<file path="src/rtl/fpu_mantissa_rounder_macros.svh">
// Assertion macros shared by the rounder RTL.
// Each check samples on the rising edge of clk. FMR_ASSERT is muted while arst_n is low,
// and FMR_ASSERT_RST is also checked during reset.
`ifndef FPU_MANTISSA_ROUNDER_MACROS_SVH
`define FPU_MANTISSA_ROUNDER_MACROS_SVH

`ifndef NO_ASSERTIONS

`define FMR_ASSERT(label, prop) \
	label: assert property (@(posedge clk) disable iff (!arst_n) prop) \
		else $error("rounder check failed");

`define FMR_ASSERT_RST(label, prop) \
	label: assert property (@(posedge clk) prop) \
		else $error("rounder reset check failed");

`else

`define FMR_ASSERT(label, prop)

`define FMR_ASSERT_RST(label, prop)

`endif

`endif

</file>
<file path="src/rtl/fmr_pkg.sv">
package fmr_pkg;

	localparam int unsigned MANT_W = 64;
	localparam int unsigned EXP_W  = 16;

	// Number of mantissa bits dropped below the boundary for the narrow precisions.
	localparam int unsigned SINGLE_DROP = 64 - 24;
	localparam int unsigned DOUBLE_DROP = 64 - 53;

	localparam logic [MANT_W-1:0] TOP_BIT = {1'b1, {(MANT_W-1){1'b0}}};

	// Configuration port.
	localparam int unsigned CFG_INDEX_W = 1;
	localparam int unsigned CFG_DATA_W  = 2;
	localparam logic [CFG_INDEX_W-1:0] REG_MODE = 1'd0;
	localparam logic [CFG_INDEX_W-1:0] REG_PREC = 1'd1;

	typedef enum logic [1:0] {
		RM_NEAREST_EVEN = 2'd0,
		RM_TOWARD_ZERO  = 2'd1,
		RM_TOWARD_MINUS = 2'd2,
		RM_TOWARD_PLUS  = 2'd3
	} rmode_t;

	typedef enum logic [1:0] {
		PREC_EXTENDED = 2'd0,
		PREC_SINGLE   = 2'd1,
		PREC_DOUBLE   = 2'd2,
		PREC_RESERVED = 2'd3
	} prec_t;

	typedef struct packed {
		rmode_t mode;
		prec_t  prec;
	} cfg_t;

	typedef struct packed {
		logic              in_sign;
		logic [EXP_W-1:0]  in_exponent;
		logic [MANT_W-1:0] in_mantissa;
		logic              in_guard;
		logic              in_round;
		logic              in_sticky;
	} in_word_t;

	typedef struct packed {
		logic              out_sign;
		logic [EXP_W-1:0]  out_exponent;
		logic [MANT_W-1:0] out_mantissa;
		logic              inexact;
	} out_word_t;

endpackage

</file>
<file path="src/rtl/fpu_mantissa_rounder.sv">
// Rounding stage for an extended-precision floating-point datapath.
//
// The src channel carries one intermediate result per word: sign, 16-bit biased exponent,
// 64-bit mantissa with explicit integer bit, and guard, round and sticky bits. The dst
// channel returns the rounded sign, exponent, mantissa and the inexact flag, one word for
// every word accepted, in order. Both channels move a word on a rising edge where valid is
// high and stall is low.
//
// An accepted word is loaded into the input register, the rounding logic works on it, and
// the word then moves into the output register, which drives dst_valid and dst_word.
// Throughput is one word per cycle while dst does not stall; the 64-bit increment at the
// precision boundary between the two registers sets the cycle time.
// When dst stalls, the output register holds its word and the input register may still take
// one more word, so src_stall rises only once both registers are full.
//
// The rounding mode and precision registers are written through cfg_we, cfg_index and
// cfg_data; the user must change them only while no word is in flight, as the block does
// not enforce it. Reset sets both to nearest-even and extended precision, and empties the pipeline.
`include "fpu_mantissa_rounder_macros.svh"

module fpu_mantissa_rounder (
	input  logic                               clk,
	input  logic                               arst_n,
	input  logic                               cfg_we,
	input  logic [fmr_pkg::CFG_INDEX_W-1:0]    cfg_index,
	input  logic [fmr_pkg::CFG_DATA_W-1:0]     cfg_data,
	input  logic                               src_valid,
	output logic                               src_stall,
	input  fmr_pkg::in_word_t                  src_word,
	output logic                               dst_valid,
	input  logic                               dst_stall,
	output fmr_pkg::out_word_t                 dst_word
);

	fmr_pkg::cfg_t      cfg;
	fmr_pkg::in_word_t  word_s1;
	fmr_pkg::out_word_t word_s2;
	fmr_pkg::out_word_t rnd;
	logic               valid_s1;
	logic               valid_s2;
	logic               free_s1;
	logic               free_s2;

	fmr_cfg u_cfg (
		.clk       (clk),
		.arst_n    (arst_n),
		.cfg_we    (cfg_we),
		.cfg_index (cfg_index),
		.cfg_data  (cfg_data),
		.cfg       (cfg)
	);

	// A stage can take a new word when it is empty or its word moves on this cycle.
	assign free_s2   = !valid_s2 || !dst_stall;
	assign free_s1   = !valid_s1 || free_s2;
	assign src_stall = !free_s1;

	always_ff @(posedge clk or negedge arst_n) begin
		if (!arst_n) begin
			valid_s1 <= 1'b0;
			valid_s2 <= 1'b0;
		end else begin
			if (free_s1) begin
				valid_s1 <= src_valid;
			end
			if (free_s2) begin
				valid_s2 <= valid_s1;
			end
		end
	end

	// Payload registers load only when their stage advances, so a stalled word holds.
	always_ff @(posedge clk) begin
		if (free_s1 && src_valid) begin
			word_s1 <= src_word;
		end
		if (free_s2 && valid_s1) begin
			word_s2 <= rnd;
		end
	end

	fmr_round u_round (
		.cfg  (cfg),
		.din  (word_s1),
		.dout (rnd)
	);

	assign dst_valid = valid_s2;
	assign dst_word  = word_s2;

	`FMR_ASSERT_RST(a_reset_empty, !arst_n |-> !dst_valid)
	`FMR_ASSERT(a_full_backpressure, valid_s1 && valid_s2 && dst_stall |-> src_stall)
	`FMR_ASSERT(a_exact_passes, valid_s1 && !rnd.inexact |->
		rnd.out_mantissa == word_s1.in_mantissa)
	`FMR_ASSERT(a_exp_only_on_carry, valid_s1 && rnd.out_exponent != word_s1.in_exponent |->
		rnd.out_mantissa == fmr_pkg::TOP_BIT)
	`FMR_ASSERT(a_single_low_clear, valid_s1 && cfg.prec == fmr_pkg::PREC_SINGLE |->
		rnd.out_mantissa[fmr_pkg::SINGLE_DROP-1:0] == '0)

endmodule

</file>
<file path="src/rtl/fmr_cfg.sv">
module fmr_cfg (
	input  logic                               clk,
	input  logic                               arst_n,
	input  logic                               cfg_we,
	input  logic [fmr_pkg::CFG_INDEX_W-1:0]    cfg_index,
	input  logic [fmr_pkg::CFG_DATA_W-1:0]     cfg_data,
	output fmr_pkg::cfg_t                      cfg
);

	fmr_pkg::rmode_t mode_q;
	fmr_pkg::prec_t  prec_q;

	always_ff @(posedge clk or negedge arst_n) begin
		if (!arst_n) begin
			mode_q <= fmr_pkg::RM_NEAREST_EVEN;
			prec_q <= fmr_pkg::PREC_EXTENDED;
		end else if (cfg_we) begin
			case (cfg_index)
				fmr_pkg::REG_MODE: mode_q <= fmr_pkg::rmode_t'(cfg_data[1:0]);
				fmr_pkg::REG_PREC: prec_q <= fmr_pkg::prec_t'(cfg_data[1:0]);
				default: ;
			endcase
		end
	end

	assign cfg.mode = mode_q;
	assign cfg.prec = prec_q;

endmodule

</file>
<file path="src/rtl/fmr_round.sv">
module fmr_round (
	input  fmr_pkg::cfg_t     cfg,
	input  fmr_pkg::in_word_t din,
	output fmr_pkg::out_word_t dout
);

	localparam int unsigned MW = fmr_pkg::MANT_W;
	localparam int unsigned SD = fmr_pkg::SINGLE_DROP;
	localparam int unsigned DD = fmr_pkg::DOUBLE_DROP;

	logic [MW-1:0] mant_t;
	logic [MW-1:0] lsb;
	logic          g;
	logic          r;
	logic          s;
	logic          inc;
	logic          any_low;
	logic [MW:0]   sum;

	// Single/double fold the bits below the boundary into new guard, round, sticky bits.
	always_comb begin
		any_low = din.in_guard | din.in_round | din.in_sticky;
		case (cfg.prec)
			fmr_pkg::PREC_SINGLE: begin
				mant_t = {din.in_mantissa[MW-1:SD], {SD{1'b0}}};
				lsb    = {{(MW-SD-1){1'b0}}, 1'b1, {SD{1'b0}}};
				g      = din.in_mantissa[SD-1];
				r      = din.in_mantissa[SD-2];
				s      = (|din.in_mantissa[SD-3:0]) | any_low;
			end
			fmr_pkg::PREC_DOUBLE: begin
				mant_t = {din.in_mantissa[MW-1:DD], {DD{1'b0}}};
				lsb    = {{(MW-DD-1){1'b0}}, 1'b1, {DD{1'b0}}};
				g      = din.in_mantissa[DD-1];
				r      = din.in_mantissa[DD-2];
				s      = (|din.in_mantissa[DD-3:0]) | any_low;
			end
			default: begin
				mant_t = din.in_mantissa;
				lsb    = {{(MW-1){1'b0}}, 1'b1};
				g      = din.in_guard;
				r      = din.in_round;
				s      = din.in_sticky;
			end
		endcase
	end

	always_comb begin
		case (cfg.mode)
			fmr_pkg::RM_NEAREST_EVEN: inc = g & (r | s | (|(mant_t & lsb)));
			fmr_pkg::RM_TOWARD_MINUS: inc = din.in_sign;
			fmr_pkg::RM_TOWARD_PLUS:  inc = ~din.in_sign;
			default:                  inc = 1'b0;
		endcase
	end

	assign sum = {1'b0, mant_t} + {1'b0, lsb};

	always_comb begin
		dout.out_sign     = din.in_sign;
		dout.inexact      = g | r | s;
		dout.out_exponent = din.in_exponent;
		dout.out_mantissa = mant_t;
		if ((g | r | s) && inc) begin
			if (sum[MW]) begin
				// Carry out of the mantissa: renormalize and bump the exponent.
				dout.out_mantissa = {1'b1, sum[MW-1:1]};
				dout.out_exponent = din.in_exponent + fmr_pkg::EXP_W'(1);
			end else begin
				dout.out_mantissa = sum[MW-1:0];
			end
		end
	end

endmodule
</file>
<file path="config.mk">
export PLATFORM = sky130hd
export DESIGN_NAME = fpu_mantissa_rounder
export DESIGN_NICKNAME = d
export VERILOG_FILES = /design/src/rtl/fmr_pkg.sv /design/src/rtl/fpu_mantissa_rounder.sv /design/src/rtl/fmr_cfg.sv /design/src/rtl/fmr_round.sv
export VERILOG_INCLUDE_DIRS = /design/src /design/src/rtl
export SDC_FILE = /design/constraint.sdc
export NUM_CORES = 1
export LEC_CHECK = 0
export BUFFER_PORTS_ARGS = -buffer_cell sky130_fd_sc_hd__buf_2
export CAP_MARGIN = 20
export CORE_MARGIN = 1
export CORE_UTILIZATION = 45
export CTS_BUF_LIST = sky130_fd_sc_hd__clkbuf_8
export DETAILED_ROUTE_END_ITERATION = 8
export PLACE_DENSITY_LB_ADDON = 0.2
export SYNTH_ARGS = -nofsm -noshare
export SYNTH_HDL_FRONTEND = slang
export SYNTH_SLANG_ARGS = --single-unit
</file>
<file path="constraint.sdc">
create_clock -name clk -period 14.8 [get_ports clk]
set_input_delay 2.22 -clock clk [delete_from_list [all_inputs] [get_ports clk]]
set_output_delay 2.22 -clock clk [all_outputs]
set_load 0.1 [all_outputs]
</file>
; Yosys cells after proc, flatten, opt, wreduce, memory -nomap -nowiden
; Cells that the tools add are included.
[op_classes]
addsub = 2
multipliers = 0
div_mod_pow = 0
magnitude_cmp = 0
n_eq_ne = 4
shift = 0
n_mux = 9
bitwise = 12
reduce_logical = 15
[ops]
columns = operator, count
row1 = $pmux W41 S2, 1
row2 = $mux W80, 1
row3 = $pmux W40 S2, 1
row4 = $add A64 B41 Y65, 1
row5 = $and A64 B41 Y64, 1
row6 = $mux W64, 1
row7 = $reduce_or A64 Y1, 1
row8 = $reduce_or A38 Y1, 1
row9 = $add A16 B1 Y16 const B, 1
row10 = $mux W16, 1
row11 = $reduce_or A9 Y1, 1
row12 = $or A1 B1 Y1, 8
row13 = $eq A2 B2 Y1 const B, 3
row14 = $pmux W1 S2, 3
row15 = $logic_not A1 Y1, 4
row16 = $reduce_and A2 Y1, 2
row17 = $logic_and A1 B1 Y1, 3
row18 = $pmux W1 S3, 1
row19 = $eq A2 B1 Y1 const B, 1
row20 = $logic_not A2 Y1, 1
row21 = $logic_or A1 B1 Y1, 2
row22 = $not A1 Y1, 2
row23 = $and A1 B1 Y1, 1
[totals]
ff_bits = 172
latchBits = 0
mem_bits_rw = 0
mem_bits_ro = 0
word_cells = 56
mem_count = 0

; Longest topological paths before layout
[depth]
ltp_word = 10
mapped_depth = 17
ltp_nobuf = 12

; Cells and area by module
; Synthesis repeated with hierarchy kept, for this count alone.
[unflattened]
hier_cells = 822
hier_area_um2 = 9246.4
[by_module_without_submodules]
columns = module, instances, cells_each, area_each_um2, seq_area_each_um2
row1 = fpu_mantissa_rounder, 1, 174, 5077.4, 5034.8
row2 = fmr_round, 1, 638, 3996.3, 0.0
row3 = fmr_cfg, 1, 10, 172.7, 100.1

; Least setup slack after synthesis
; Ideal clock, no wire load.
[synth_path]
kind = input to register
startpoint = in dst_stall
endpoint = reg word_s2 (netlist bit dst_word[0]) (enable)
arrival_time_ns = 8.178
required_ns = 14.153
path_slack_ns = 5.975
stages = 1
path_cell_list = a21boi_0
[synth_between]
elab_chain_len = 3
[synth_lines]
columns = element, line_no
row1 = start: declaration, fpu_mantissa_rounder.sv:31  ; input logic dst_stall,
row2 = $logic_not A1 Y1, fpu_mantissa_rounder.sv:54  ; assign free_s2 = !valid_s2 || !dst_stall;
row3 = $logic_or A1 B1 Y1, fpu_mantissa_rounder.sv:54
row4 = $logic_and A1 B1 Y1, fpu_mantissa_rounder.sv:77  ; if (free_s2 && valid_s1) begin
row5 = end signal: assignment, fpu_mantissa_rounder.sv:78  ; word_s2 <= rnd;
row6 = end: declaration, fpu_mantissa_rounder.sv:37  ; fmr_pkg::out_word_t word_s2;
; Every way passes these cells.
; A chain may end at the register's enable or synchronous reset.

==> impl_metrics.sql <==
INSERT INTO impl_metrics (metric_group, metric, value, unit) VALUES
('run_status', 'run_status', 'finished, final reports clean', ''),
('detailed_routing', 'dr.pass1.iters', '7', ''),
('min_path', 'whs_endpoint', 'dst_word[81]', ''),
('detailed_routing', 'drt.antenna.violating_nets', '0', ''),
('yosys', 'most_used_standard_cell_by_instance_count_after_synthesis', 'edfxtp_1', ''),
('clocking', 'postCtsSetupRepairBufs', '0', ''),
('clocking', 'cts_tree', 'built', ''),
('timing', 'hold_viol_final', '0', ''),
('setup_path', 'start_kind', 'flip-flop', ''),
('yosys', 'synth_compound_area_frac', '0.129', ''),
('setup_path', 'worst-setup-path-type', 'flip-flop to flip-flop', ''),
('floorplan', 'boundaryPins', '176', ''),
('clocking', 'cts_max_path_buffers', '2', ''),
('place', 'dp_worst_setup_slack', '9420', 'ps'),
('clocking', 'clkLatencyLatePin', '480', 'ps'),
('power', 'power_report.internal_total', '813', 'uW'),
('timing', 'rsz0062_at_grt', 'false', ''),
('setup_path', 'crit_arrival', '5710', 'ps'),
('yosys', 'synth_fa_ha_area_frac', '0.00967', ''),
('yosys', 'synth_edf_count', '166', ''),
('clocking', 'hold_buf_count_cts', '0', ''),
('yosys', 'post_synth_xor_area_fraction', '0.0464', ''),
('setup_path', 'worstPathRequired', '15050', 'ps'),
('setup_path', 'cp_max_fo', '39', ''),
('setup_path', 'reg_to_reg_slack_setup', '9330', 'ps'),
('min_path', 'hold_path_class', 'flip-flop to flip-flop', ''),
('global_routing', 'grt_remaining_overflow', '0', ''),
('yosys', 'synth.top_cell.area_share', '0.550', ''),
('power', 'switching_power_as_a_share_of_total_power', '0.404', ''),
('setup_path', 'critical_path.endpoint_type', 'flip-flop', ''),
('yosys', 'post_synth_mux_area_share', '0.0189', ''),
('global_routing', 'grt_usage', '0.242', ''),
('floorplan', 'die_h', '144', 'um'),
('floorplan', 'chipWidth', '144', 'um'),
('yosys', 'syn-instance-count', '840', ''),
('detailed_routing', 'route.final.wire_length', '24500', 'um'),
('floorplan', 'fp-row-count', '51', ''),
('yosys', 'synth_largest_area_cell', 'edfxtp_1', ''),
('yosys', 'synth_area', '9060', 'um^2'),
('yosys', 'synth-main-ff-cell', 'edfxtp_1', ''),
('power', 'pwr-share-comb', '0.313', ''),
('timing', 'worst_pin_slew', '874', 'ps'),
('setup_path', 'cp_slowest_cell', 'or2_2', ''),
('timing', 'period_share', '0.369', ''),
('clocking', 'cts_htree_levels', '4', ''),
('power', 'part_of_the_power_in_the_clock_network', '0.228', ''),
('finish', 'finish.net_count', '1097', ''),
('timing', 'final_critical_path_setup_slack', '9330', 'ps'),
('setup_path', 'timing.rr.end', 'dst_word[61]', ''),
('setup_path', 'critical_path.cell_chain', 'inv_1 -> ha_1 -> or2_2 -> and2_1 -> ha_1 -> nand4_1 -> o41a_1 -> or4_1 -> o21ai_1 -> nand4_1 -> nor4_1 -> mux2_2', ''),
('yosys', 'main_combinational_cell_family_by_area_after_synthesis', 'simple AND/OR/NAND/NOR gates', ''),
('power', 'cellPowerDensity', '129', 'nW/um^2'),
('clocking', 'total_of_cells_resized_after_clock_tree_synthesis', '0', ''),
('detailed_routing', 'avgViaCountPerCell', '5.93', ''),
('place', 'gp_congestion', '0.936', ''),
('global_routing', 'grt_first_pass_wirelength', '37400', 'um'),
('clocking', 'path_clk_slew', '100', 'ps'),
('timing', 'final_period_minus_worst_setup_slack', '5470', 'ps'),
('yosys', 'ys_async_sr_fraction', '0.0349', ''),
('finish', 'cell_count_final_fillers_out', '1276', ''),
('place', 'dp_hpwl', '16600', 'um'),
('setup_path', 'rr_worst_depth', '12', ''),
('detailed_routing', 'post-route-drc-count', '0', ''),
('clocking', 'cts_inserted_buffers', '17', ''),
('yosys', 'netlist_top_cells_count', 'edfxtp_1, nand2_1, o21ai_0', ''),
('min_path', 'worstHoldPathCells', '0', ''),
('finish', 'area_growth', '16.9', '%'),
('setup_path', 'regToRegStartpoint', 'u_cfg.prec_q[0]', ''),
('detailed_routing', 'drt-initial-drc-count', '775', ''),
('global_routing', 'grt_max_degree', '85', ''),
('yosys', 'yosysSeqAreaShare', '0.567', '');
-- cell families (layout without fill, tap and decap cells) --
group           after synthesis  after routing
compound gates              181            181
xor+xnor                     48             48
fa+ha+maj                     7              7
buf+inv                      66            237
flops                       172            172
mux                          16             16
simple gates                350            350
-- worst max-delay path, delay by kind of cell (launching register included) --
| kind | cells | cell delay [ps] |
|---|---|---|
| AOI/OAI and AO/OA | 2 | 910 |
| DFF | 1 | 390 |
| and+or+nand+nor | 6 | 2550 |
| buffers and inverters | 1 | 70 |
| adders and majority gates | 2 | 940 |
| muxes | 1 | 370 |
-- layout by cell type (no fill, tap or decap), types with 3 or more instances in the layout --
cell / count
nor4b_1: 3
and2_1: 8
clkinv_2: 5
nand3_1: 49
a2111oi_0: 3
buf_2: 175
nor4_1: 25
a21oi_1: 32
a22oi_1: 6
nor2_1: 56
xnor2_1: 26
o22ai_1: 6
mux2_2: 7
nor2b_1: 3
a211oi_1: 7
nand4_1: 42
nor3_1: 29
a21o_1: 3
nor3_2: 6
and3_1: 11
ha_1: 7
o31ai_1: 6
a31oi_1: 12
inv_1: 20
and4_1: 3
mux2i_1: 7
edfxtp_1: 166
nand2_1: 80
or3_1: 11
buf_4: 8
a31o_2: 5
or4_1: 4
xor2_1: 22
dfrtp_1: 6
clkbuf_8: 17
o21ai_0: 64
or2_2: 6
o211ai_1: 6
-- area by class of cell --
class	instances	area (um^2)
fill	1763	9010
tap	265	332
clock buffer	17	234
sequential	172	5130
clock inverter	15	124
timing repair buffer	185	983
inverter	20	75.1
multi-input combinational	602	3700
-- routing by layer --
metal,vias up,share of wire,track usage
met5,-,0,0
met4,0,0.017,0.0834
met3,33,0.085,0.0437
met2,411,0.45,0.361
met1,3576,0.44,0.353
li1,3551,-,-
-- per-stage QoR --
step	utilization	power [uW]	area, um^2	hold slack, ps
after detailed placement	0.520	1060	10200	473
after CTS	0.538	1370	10500	499
after global routing	0.540	1420	10600	515
after global placement	0.520	1050	10200	473
final	0.540	1360	10600	503
after floorplan	-	970	9060	443
-- worst max-delay path by stage --
stage	startpoint	endpoint	cells after the start
after floorplan	dst_stall	dst_word[0]	1
after global placement	u_cfg.prec_q[0]	dst_word[69]	13
after detailed placement	u_cfg.prec_q[0]	dst_word[19]	12
after CTS	u_cfg.prec_q[0]	dst_word[64]	12
after global routing	u_cfg.prec_q[0]	dst_word[61]	12
final	u_cfg.prec_q[0]	dst_word[61]	12
-- power by group through the flow --
stage / clock network [uW] / registers (uW) / logic, uW
after floorplan: 0 / 824 / 146
after global placement: 0 / 638 / 416
after detailed placement: 0 / 637 / 419
after CTS: 319 / 627 / 420
after global routing: 336 / 631 / 450
final: 311 / 627 / 426
-- state kept, by name (all words and copies together) (netlist names) --
register      cells
word_s1          84
dst_word         82
u_cfg.mode_q      2
u_cfg.prec_q      2
dst_valid         1
valid_s1          1
No activity file was read; power rests on OpenSTA's default activity.
